File: src/assert_macros.svh
// Assertion macros shared by the framebuffer RTL.
`ifndef ASSERT_MACROS_SVH
`define ASSERT_MACROS_SVH

// Same-cycle implication, sampled on clk, off during reset.
`define XSF_ASSERT_IMP(lbl, ante, cons, msg) \
  lbl: assert property (@(posedge clk) disable iff (!rst_n) (ante) |-> (cons)) \
    else $error(msg);

// Next-cycle implication, sampled on clk, off during reset.
`define XSF_ASSERT_NXT(lbl, ante, cons, msg) \
  lbl: assert property (@(posedge clk) disable iff (!rst_n) (ante) |=> (cons)) \
    else $error(msg);

`endif

File: src/xsf_pkg.sv
// Types and constants for the sprite-draw framebuffer.
package xsf_pkg;

  localparam int FRAME_WIDTH_DEF  = 64;
  localparam int FRAME_HEIGHT_DEF = 32;
  localparam int SPRITE_PIXELS    = 8;
  localparam int PIX_CNT_W        = $clog2(SPRITE_PIXELS);

  typedef enum logic [1:0] {
    OP_FILL = 2'd0,
    OP_DRAW = 2'd1,
    OP_READ = 2'd2
  } op_t;

  typedef enum logic [2:0] {
    ST_IDLE,
    ST_FETCH,
    ST_LOAD,
    ST_PIX,
    ST_WRITE,
    ST_OUT
  } state_t;

  typedef struct packed {
    logic [1:0] operation;
    logic [7:0] x_start;
    logic [7:0] y_start;
    logic [3:0] row_offset;
    logic [7:0] sprite_bits;
    logic       last_row;
    logic       fill_bit;
  } in_item_t;

  typedef struct packed {
    logic collision;
    logic pixel_value;
    logic sprite_done;
    logic out_of_range;
  } out_item_t;

  // Control from the sequencer to the frame store.
  typedef struct packed {
    logic fill;
    logic fill_bit;
    logic rd_en;
    logic wr_en;
  } mem_ctl_t;

endpackage

File: src/xsf_frame_mem.sv
// Frame store: one row per address, per-row valid bits, constant-time fill.
module xsf_frame_mem
  import xsf_pkg::*;
#(
  parameter int FRAME_WIDTH  = FRAME_WIDTH_DEF,
  parameter int FRAME_HEIGHT = FRAME_HEIGHT_DEF,
  parameter int ROW_W        = (FRAME_HEIGHT > 1) ? $clog2(FRAME_HEIGHT) : 1
) (
  input  logic                   clk,
  input  logic                   rst_n,
  input  mem_ctl_t               ctl,
  input  logic [ROW_W-1:0]       rd_addr,
  input  logic [ROW_W-1:0]       wr_addr,
  input  logic [FRAME_WIDTH-1:0] wr_data,
  output logic [FRAME_WIDTH-1:0] rd_data
);

  logic [FRAME_WIDTH-1:0]  mem [FRAME_HEIGHT];
  logic [FRAME_HEIGHT-1:0] valid_r;
  logic                    fill_val_r;
  logic [FRAME_WIDTH-1:0]  rd_mem_r;
  logic                    rd_valid_r;

  always_ff @(posedge clk) begin
    if (ctl.wr_en) begin
      mem[wr_addr] <= wr_data;
    end
    if (ctl.rd_en) begin
      rd_mem_r <= mem[rd_addr];
    end
  end

  // A row not written since the last fill reads as the fill pattern.
  always_ff @(posedge clk) begin
    if (!rst_n) begin
      valid_r    <= '0;
      fill_val_r <= 1'b0;
      rd_valid_r <= 1'b0;
    end else begin
      if (ctl.fill) begin
        valid_r    <= '0;
        fill_val_r <= ctl.fill_bit;
      end else if (ctl.wr_en) begin
        valid_r[wr_addr] <= 1'b1;
      end
      if (ctl.rd_en) begin
        rd_valid_r <= valid_r[rd_addr];
      end
    end
  end

  assign rd_data = rd_valid_r ? rd_mem_r : {FRAME_WIDTH{fill_val_r}};

endmodule

File: src/xsf_pixel_alu.sv
// Shared per-pixel step: range check, collision test and XOR of one column.
module xsf_pixel_alu
  import xsf_pkg::*;
#(
  parameter int FRAME_WIDTH = FRAME_WIDTH_DEF,
  parameter int COL_W       = $clog2(FRAME_WIDTH + SPRITE_PIXELS),
  parameter int IDX_W       = $clog2(FRAME_WIDTH)
) (
  input  logic [FRAME_WIDTH-1:0] row_in,
  input  logic [COL_W-1:0]       col,
  input  logic                   sprite_pix,
  output logic [FRAME_WIDTH-1:0] row_out,
  output logic                   hit
);

  logic             in_range;
  logic             flip;
  logic [IDX_W-1:0] idx;

  always_comb begin
    in_range = (col < COL_W'(FRAME_WIDTH));
    flip     = in_range && sprite_pix;
    idx      = col[IDX_W-1:0];
    hit      = flip && row_in[idx];
    for (int i = 0; i < FRAME_WIDTH; i++) begin
      row_out[i] = row_in[i] ^ (flip && (idx == IDX_W'(i)));
    end
  end

endmodule

File: src/xor_sprite_framebuffer.sv
// Top level: sequencer, output register and framebuffer datapath.
//
//  channel | ports                           | word
//  --------+---------------------------------+------------------------------
//  input   | in_valid, in_stall, in_data     | operation and sprite/coords
//  output  | out_valid, out_stall, out_data  | collision, pixel, done, range
//
// A draw word passes from its accept to the next accept through idle, fetch,
// load, 8 pixel steps through the shared pixel unit, write back and result. Read
// passes through idle, fetch, load and result; fill, the unused code, an out-of-range
// read and a row below the bottom edge go from idle to result. The memory's single
// read port and the pixel unit set the rate. Reset clears the frame through per-row valid bits.
// A result waits in the output register while out_stall is high; the block takes
// the next word once the result is loaded, and holds in its result state only if
// the previous result has not been taken.
module xor_sprite_framebuffer
  import xsf_pkg::*;
#(
  parameter int FRAME_WIDTH  = FRAME_WIDTH_DEF,
  parameter int FRAME_HEIGHT = FRAME_HEIGHT_DEF
) (
  input  logic      clk,
  input  logic      rst_n,
  input  logic      in_valid,
  output logic      in_stall,
  input  in_item_t  in_data,
  output logic      out_valid,
  input  logic      out_stall,
  output out_item_t out_data
);

`include "assert_macros.svh"

  localparam int ROW_W  = (FRAME_HEIGHT > 1) ? $clog2(FRAME_HEIGHT) : 1;
  localparam int RSUM_W = $clog2(FRAME_HEIGHT + 16);
  localparam int COL_W  = $clog2(FRAME_WIDTH + SPRITE_PIXELS);
  localparam int IDX_W  = $clog2(FRAME_WIDTH);

  state_t                 state_r, state_nxt;
  logic [1:0]             op_r, op_nxt;
  logic [COL_W-1:0]       col_r, col_nxt;
  logic [7:0]             sprite_r, sprite_nxt;
  logic [ROW_W-1:0]       addr_r, addr_nxt;
  logic [IDX_W-1:0]       pidx_r, pidx_nxt;
  logic                   last_r, last_nxt;
  logic                   oor_r, oor_nxt;
  logic                   pixel_r, pixel_nxt;
  logic                   acc_r, acc_nxt;
  logic [PIX_CNT_W-1:0]   k_r, k_nxt;
  logic [FRAME_WIDTH-1:0] row_r, row_nxt;
  logic                   out_valid_r, out_valid_nxt;
  out_item_t              out_data_r, out_data_nxt;

  mem_ctl_t               mem_ctl;
  logic [FRAME_WIDTH-1:0] rd_row;
  logic [FRAME_WIDTH-1:0] alu_row;
  logic                   alu_hit;
  logic                   accept;
  logic [7:0]             col0;
  logic [7:0]             row0;
  logic [RSUM_W-1:0]      row_sum;

  assign accept = in_valid && !in_stall;
  assign in_stall = (state_r != ST_IDLE);

  // Clamp the start to the last column and row.
  always_comb begin
    col0    = (in_data.x_start > 8'(FRAME_WIDTH - 1)) ? 8'(FRAME_WIDTH - 1) : in_data.x_start;
    row0    = (in_data.y_start > 8'(FRAME_HEIGHT - 1)) ? 8'(FRAME_HEIGHT - 1)
                                                       : in_data.y_start;
    row_sum = RSUM_W'(row0) + RSUM_W'(in_data.row_offset);
  end

  xsf_frame_mem #(
    .FRAME_WIDTH  (FRAME_WIDTH),
    .FRAME_HEIGHT (FRAME_HEIGHT),
    .ROW_W        (ROW_W)
  ) u_mem (
    .clk     (clk),
    .rst_n   (rst_n),
    .ctl     (mem_ctl),
    .rd_addr (addr_r),
    .wr_addr (addr_r),
    .wr_data (row_r),
    .rd_data (rd_row)
  );

  xsf_pixel_alu #(
    .FRAME_WIDTH (FRAME_WIDTH),
    .COL_W       (COL_W),
    .IDX_W       (IDX_W)
  ) u_alu (
    .row_in     (row_r),
    .col        (col_r),
    .sprite_pix (sprite_r[SPRITE_PIXELS-1]),
    .row_out    (alu_row),
    .hit        (alu_hit)
  );

  always_comb begin
    state_nxt     = state_r;
    op_nxt        = op_r;
    col_nxt       = col_r;
    sprite_nxt    = sprite_r;
    addr_nxt      = addr_r;
    pidx_nxt      = pidx_r;
    last_nxt      = last_r;
    oor_nxt       = oor_r;
    pixel_nxt     = pixel_r;
    acc_nxt       = acc_r;
    k_nxt         = k_r;
    row_nxt       = row_r;
    out_valid_nxt = out_valid_r && out_stall;
    out_data_nxt  = out_data_r;
    mem_ctl       = '0;

    case (state_r)
      ST_IDLE: begin
        if (accept) begin
          op_nxt     = in_data.operation;
          col_nxt    = COL_W'(col0);
          sprite_nxt = in_data.sprite_bits;
          last_nxt   = in_data.last_row;
          pidx_nxt   = in_data.x_start[IDX_W-1:0];
          oor_nxt    = 1'b0;
          pixel_nxt  = 1'b0;
          k_nxt      = '0;
          state_nxt  = ST_OUT;
          case (in_data.operation)
            OP_FILL: begin
              mem_ctl.fill     = 1'b1;
              mem_ctl.fill_bit = in_data.fill_bit;
            end
            OP_DRAW: begin
              if (in_data.row_offset == 4'd0) begin
                acc_nxt = 1'b0;
              end
              addr_nxt = row_sum[ROW_W-1:0];
              // Drop a row below the bottom edge.
              if (row_sum < RSUM_W'(FRAME_HEIGHT)) begin
                state_nxt = ST_FETCH;
              end
            end
            OP_READ: begin
              addr_nxt = in_data.y_start[ROW_W-1:0];
              if (in_data.x_start >= 8'(FRAME_WIDTH) ||
                  in_data.y_start >= 8'(FRAME_HEIGHT)) begin
                oor_nxt = 1'b1;
              end else begin
                state_nxt = ST_FETCH;
              end
            end
            default: begin
            end
          endcase
        end
      end
      ST_FETCH: begin
        mem_ctl.rd_en = 1'b1;
        state_nxt     = ST_LOAD;
      end
      ST_LOAD: begin
        if (op_r == OP_DRAW) begin
          row_nxt   = rd_row;
          state_nxt = ST_PIX;
        end else begin
          pixel_nxt = rd_row[pidx_r];
          state_nxt = ST_OUT;
        end
      end
      ST_PIX: begin
        row_nxt    = alu_row;
        acc_nxt    = acc_r | alu_hit;
        col_nxt    = col_r + COL_W'(1);
        sprite_nxt = sprite_r << 1;
        k_nxt      = k_r + PIX_CNT_W'(1);
        if (k_r == PIX_CNT_W'(SPRITE_PIXELS - 1)) begin
          state_nxt = ST_WRITE;
        end
      end
      ST_WRITE: begin
        mem_ctl.wr_en = 1'b1;
        state_nxt     = ST_OUT;
      end
      ST_OUT: begin
        // Load the result once the output register is free.
        if (!out_valid_r || !out_stall) begin
          out_valid_nxt = 1'b1;
          out_data_nxt  = '0;
          case (op_r)
            OP_DRAW: begin
              out_data_nxt.collision   = acc_r;
              out_data_nxt.sprite_done = last_r;
            end
            OP_READ: begin
              out_data_nxt.pixel_value  = pixel_r;
              out_data_nxt.out_of_range = oor_r;
            end
            default: begin
            end
          endcase
          state_nxt = ST_IDLE;
        end
      end
      default: begin
        state_nxt = ST_IDLE;
      end
    endcase
  end

  always_ff @(posedge clk) begin
    if (!rst_n) begin
      state_r <= ST_IDLE;
    end else begin
      state_r <= state_nxt;
    end
  end

  always_ff @(posedge clk) begin
    if (!rst_n) begin
      acc_r       <= 1'b0;
      out_valid_r <= 1'b0;
    end else begin
      acc_r       <= acc_nxt;
      out_valid_r <= out_valid_nxt;
    end
  end

  always_ff @(posedge clk) begin
    op_r       <= op_nxt;
    col_r      <= col_nxt;
    sprite_r   <= sprite_nxt;
    addr_r     <= addr_nxt;
    pidx_r     <= pidx_nxt;
    last_r     <= last_nxt;
    oor_r      <= oor_nxt;
    pixel_r    <= pixel_nxt;
    k_r        <= k_nxt;
    row_r      <= row_nxt;
    out_data_r <= out_data_nxt;
  end

  assign out_valid = out_valid_r;
  assign out_data  = out_data_r;

  `XSF_ASSERT_NXT(a_accept_busy, accept, in_stall, "block not busy after accepting a word")
  `XSF_ASSERT_NXT(a_pix_to_write, (state_r == ST_PIX) && (k_r == PIX_CNT_W'(SPRITE_PIXELS - 1)),
                  state_r == ST_WRITE, "pixel loop did not end after the last sprite pixel")
  `XSF_ASSERT_NXT(a_write_to_out, state_r == ST_WRITE, state_r == ST_OUT,
                  "row write not followed by result")
  `XSF_ASSERT_IMP(a_read_fields, out_valid_r && (out_data_r.pixel_value ||
                  out_data_r.out_of_range), !out_data_r.collision && !out_data_r.sprite_done,
                  "read result carries draw fields")
  `XSF_ASSERT_IMP(a_oor_pixel, out_valid_r && out_data_r.out_of_range,
                  !out_data_r.pixel_value, "out-of-range read returned a set pixel")

endmodule

File: config.mk
export PLATFORM = sky130hd
export DESIGN_NAME = xor_sprite_framebuffer
export DESIGN_NICKNAME = d
export VERILOG_FILES = /design/src/xsf_pkg.sv /design/src/xsf_frame_mem.sv /design/src/xsf_pixel_alu.sv /design/src/xor_sprite_framebuffer.sv
export VERILOG_INCLUDE_DIRS = /design/src /design/src/src
export SDC_FILE = /design/constraint.sdc
export NUM_CORES = 2
export LEC_CHECK = 0
export ABC_AREA = 1
export BUFFER_PORTS_ARGS = -buffer_cell sky130_fd_sc_hd__buf_2
export CAP_MARGIN = 20
export CORE_MARGIN = 1.5
export CORE_UTILIZATION = 40
export DETAILED_ROUTE_END_ITERATION = 16
export PLACE_DENSITY = 0.63
export SYNTH_ARGS = -nofsm -noshare
export SYNTH_HDL_FRONTEND = slang
export SYNTH_HIERARCHICAL = 1
export SYNTH_SLANG_ARGS = --single-unit
export TNS_END_PERCENT = 10
File: constraint.sdc
create_clock -name clk -period 7.8 [get_ports clk]
set_input_delay 1.95 -clock clk [delete_from_list [all_inputs] [get_ports clk]]
set_output_delay 1.95 -clock clk [all_outputs]
set_load 0.005 [all_outputs]
==> results.md <==
Outcome:
- The run finished with clean final reports.

Route:
- For this block, the via count after detailed routing is 61100.
- Using the TritonRoute via totals, the vias-per-cell ratio works out to 5.71.
- The number of search-and-repair iterations in the first detailed-routing pass is 6.
- The sum of routed wire length over all layers is 264 mm.
- The average wire per cell in the routed design is 24.6 um.
- For this run, design rule violations remaining after detail routing come to 0.
- The detailed router finished its first iteration with 7996 violations.
- The number of nets with antenna violations after routing is 0.

Logic synthesis:
- The synthesized design devotes to its leading area cell type 72.7% of total area.
- For this run, the leading register cell type out of synthesis is edfxtp_1.
- Ranked by total cell area, the synthesized netlist is headed by edfxtp_1 (73%), nand2_1 (6.2%), o21ai_0 (4.8%).
- The netlist uses 40 different library cells.
- The biggest area consumer among synthesized cells is edfxtp_1.
- Summing every instance area after synthesis gives 91500 um^2.
- The post-synthesis net count is 7627.
- The post-synthesis register bit count is 2253.
- The cell count after synthesis came out at 7579.
- Counting instances in the post-synthesis netlist gives the leading cell types as edfxtp_1 (2214), nand2_1 (1515), nor2_1 (1103).
- The average cell area after synthesis is 12.1 um^2.
- The share of flip-flops with an asynchronous set or reset after synthesis is 0%.
- The number of flops mapped to enable cells by yosys is 2214.
- During synthesis, Yosys emitted a total of 6 warnings.
- Among all cell types in the netlist, the one instantiated most often is edfxtp_1.
- The portion of the post-synthesis area used by sequential elements is 73.5%.

Setup path:
- The worst setup path is captured at a flip-flop.
- Of all nets on the critical path, the largest fanout is 110.
- The arrival time at the worst endpoint is 4710 ps.
- By instance count, the cell type seen most on the critical path is nand2_1.
- The nature of the critical path startpoint is a flip-flop.
- Traced cell by cell, the critical path runs through buf_4 > buf_4 > inv_8 > buf_12 > o31ai_1 > nand2_1 > nand2_1 > nand2_1.
- The largest individual stage delay along the critical path comes from the cell buf_4.
- The count of cells along the worst register-to-register path is 8.
- The largest single stage delay on the critical path is 680 ps.
- The worst path required time is 8420 ps.
- The worst setup path is of the flip-flop to flip-flop kind.

Place:
- After detailed placement, the total cell area comes to 94600 um^2.
- The post-placement cell count is 10300.
- The placer's final routability congestion estimate is 0.946.
- The half-perimeter wire length of the detailed placement result is 130 mm.
- In this run the tool buffered the top-level ports with 41 buffer cells.

Clock tree:
- The clock net in this run drives a total of 2253 sinks.
- The H-tree generated during clock tree synthesis spans 4 levels.
- The largest buffer count on any clock path is 3.
- Once the clock tree was built, the resizer swapped 0 gates to a different size.
- The number of setup buffers added after CTS is 0.
- The clock-pin transition on the worst setup and hold timing paths is 60 ps.
- The TritonCTS buffer count is 218.
- The TritonCTS clock tree is yes.
- The clock latency at the later pin of the worst-skew pair is 880 ps.
- Buffers inserted to repair hold after CTS numbered 0.
- The root buffer cell is clkbuf_16.

STA:
- The number of pins exceeding their max-slew limit in the final report is 0.
- For the pin with the worst max-slew slack, the measured transition is 1180 ps.
- Setup violations remaining at the end of the flow were counted as 0.
- The worst-case headroom to the max-slew limit is 21.3%.
- Final hold analysis gives a worst-case slack of 471 ps.
- The post-route clock skew is 45.7 ps.
- The number of hold violations in the final report is 0.
- The worst path uses 52.4% of the clock period.
- Based on the critical path, the design can be clocked at up to 245 MHz.
- The post-route setup TNS is 0 ps.
- The minimum period implied by the final worst setup slack is 4090 ps.
- Setup repair after global routing left no endpoint under its margin.

Final layout:
- The fill cell instance count of the final layout is 20200.
- The post-route netlist has 7.48% of its cells at a drive strength greater than 1.
- The final instance area is 102000 um^2.
- The area occupied by registers is 67300 um^2.
- The multi-input combinational cells in the finished layout cover a total of 21700 um^2.
- The number of nets in the final layout is 7551.
- The area overhead of the layout relative to synthesis is 12.0%.
- Leaving out filler cells and counting taps, the final layout contains 10700.

Die:
- The initial core utilization is 40.2%.
- The die span in y is 481 um.
- The initialized floorplan defines 175 standard-cell rows.
- The count of pins on the block boundary is 42.
- The die area is 232000 um^2.
- In this run the horizontal extent of the chip is 481 um.
- The core region is 227000 um^2.

GRT:
- The wire length of the first global-routing pass is 385 mm.
- The number of antenna violations at the first check in global routing is 1.
- The layer flagged by global routing as most heavily used is met2.
- The number of global-route vias before repair is 58000.
- The met3 layer usage reported by global route is 3.37%.
- The total congestion overflow after global routing is 0.
- The total routing resource utilization after global routing is 22.3%.
- Entering global routing, the biggest net connects 203 pins.
- The routing usage on met2 is 36.6%.
- The met1 track utilization from global routing is 30.3%.

Power:
- The sum of internal, switching and leakage power is 29.8 mW.
- The total power density per cell area is 290 nW/um^2.
- The reported leakage power is 34.5 nW.
- IR analysis of the VDD net gives a maximum drop of 0.000225 V.

Worst hold path:
- The min-delay analysis places its worst path in the category flip-flop to flip-flop.
- The worst hold path depth is 2.

Job:
- The max-cap check violation count is 0.
-- flip-flops by register name, indices dropped and copies added, names as in the netlist, 3 cells and up --
name / flops
u_mem/mem: 2048
addr_r: 5
pidx_r: 6
k_r: 3
col_r: 7
row_r: 64
u_mem/rd_mem_r: 64
out_data: 4
state_r: 3
u_mem/valid_r: 32
sprite_r: 8
-- cells by family (layout without fill, tap and decap cells) --
logic type | count (synthesis) | count (layout) | synth area share (%)
and+or+nand+nor | 3127 | 3127 | 13.6
DFF | 2253 | 2253 | 73.5
adders and majority gates | 12 | 12 | 0.172
AOI/OAI and AO/OA | 1513 | 1513 | 8.98
other | 0 | 3 | 0
xor gates and xnor gates | 71 | 71 | 0.680
buffers and inverters | 603 | 715 | 3.03
-- area by class of cell --
cell class,count,area share (%)
antenna,3,0.00733
clock buffer,265,5.64
clock inverter,143,1.27
inverter,100,0.414
multi-input combinational,4723,21.2
sequential,2253,65.7
tap,3009,3.68
timing repair buffer,207,2.15
-- power by group --
part	leakage (nW)	switching, mW	internal [mW]
Sequential	20.3	0.448	14.2
Clock	3.47	4.51	5.95
Combinational	10.7	3.41	1.24
-- through the flow --
stage               setup slack, ps  utilization [%]
finish                         3710             45.1
global route                   3730             45.1
CTS                            3840             44.7
detailed placement             3410             41.6
global placement               3500             41.6
floorplan                      3580                -
-- layout by cell type (no fill, tap or decap), types with 59 or more instances in the layout --
master / synthesis / final
buf_4: 52 / 121
clkbuf_16: 0 / 222
nor2_1: 1103 / 1070
o21ai_0: 881 / 881
a21oi_1: 59 / 59
nand2_1: 1515 / 1514
nand3_1: 475 / 475
o21ai_1: 89 / 88
edfxtp_1: 2214 / 2214
inv_1: 87 / 86
clkinv_1: 1 / 65
o22ai_1: 455 / 455
-- worst max-delay path, delay by kind of cell (launching register included) --
kind | cells | cell delay, ps
flip-flops | 1 | 470
buffers and inverters | 4 | 2070
AND/OR/NAND/NOR | 3 | 250
AO/OA/AOI/OAI | 1 | 600
-- layer usage --
metal	wire, um	part of all wire (%)
met1	106000	40
met2	125000	48
met3	24000	9.1
met4	8840	3.4
met5	0	0
-- worst paths after layout --
| check | startpoint | endpoint | slack (ps) |
|---|---|---|---|
| worst min-delay path | u_mem/valid_r[5] | u_mem/valid_r[5] | 470 |
| worst max-delay path | addr_r[2] | u_mem/rd_mem_r[48] | 3710 |
| worst max register to register | addr_r[2] | u_mem/rd_mem_r[48] | 3710 |
| worst min register to register | u_mem/valid_r[5] | u_mem/valid_r[5] | 470 |
Power figures use the tool's default switching activity.
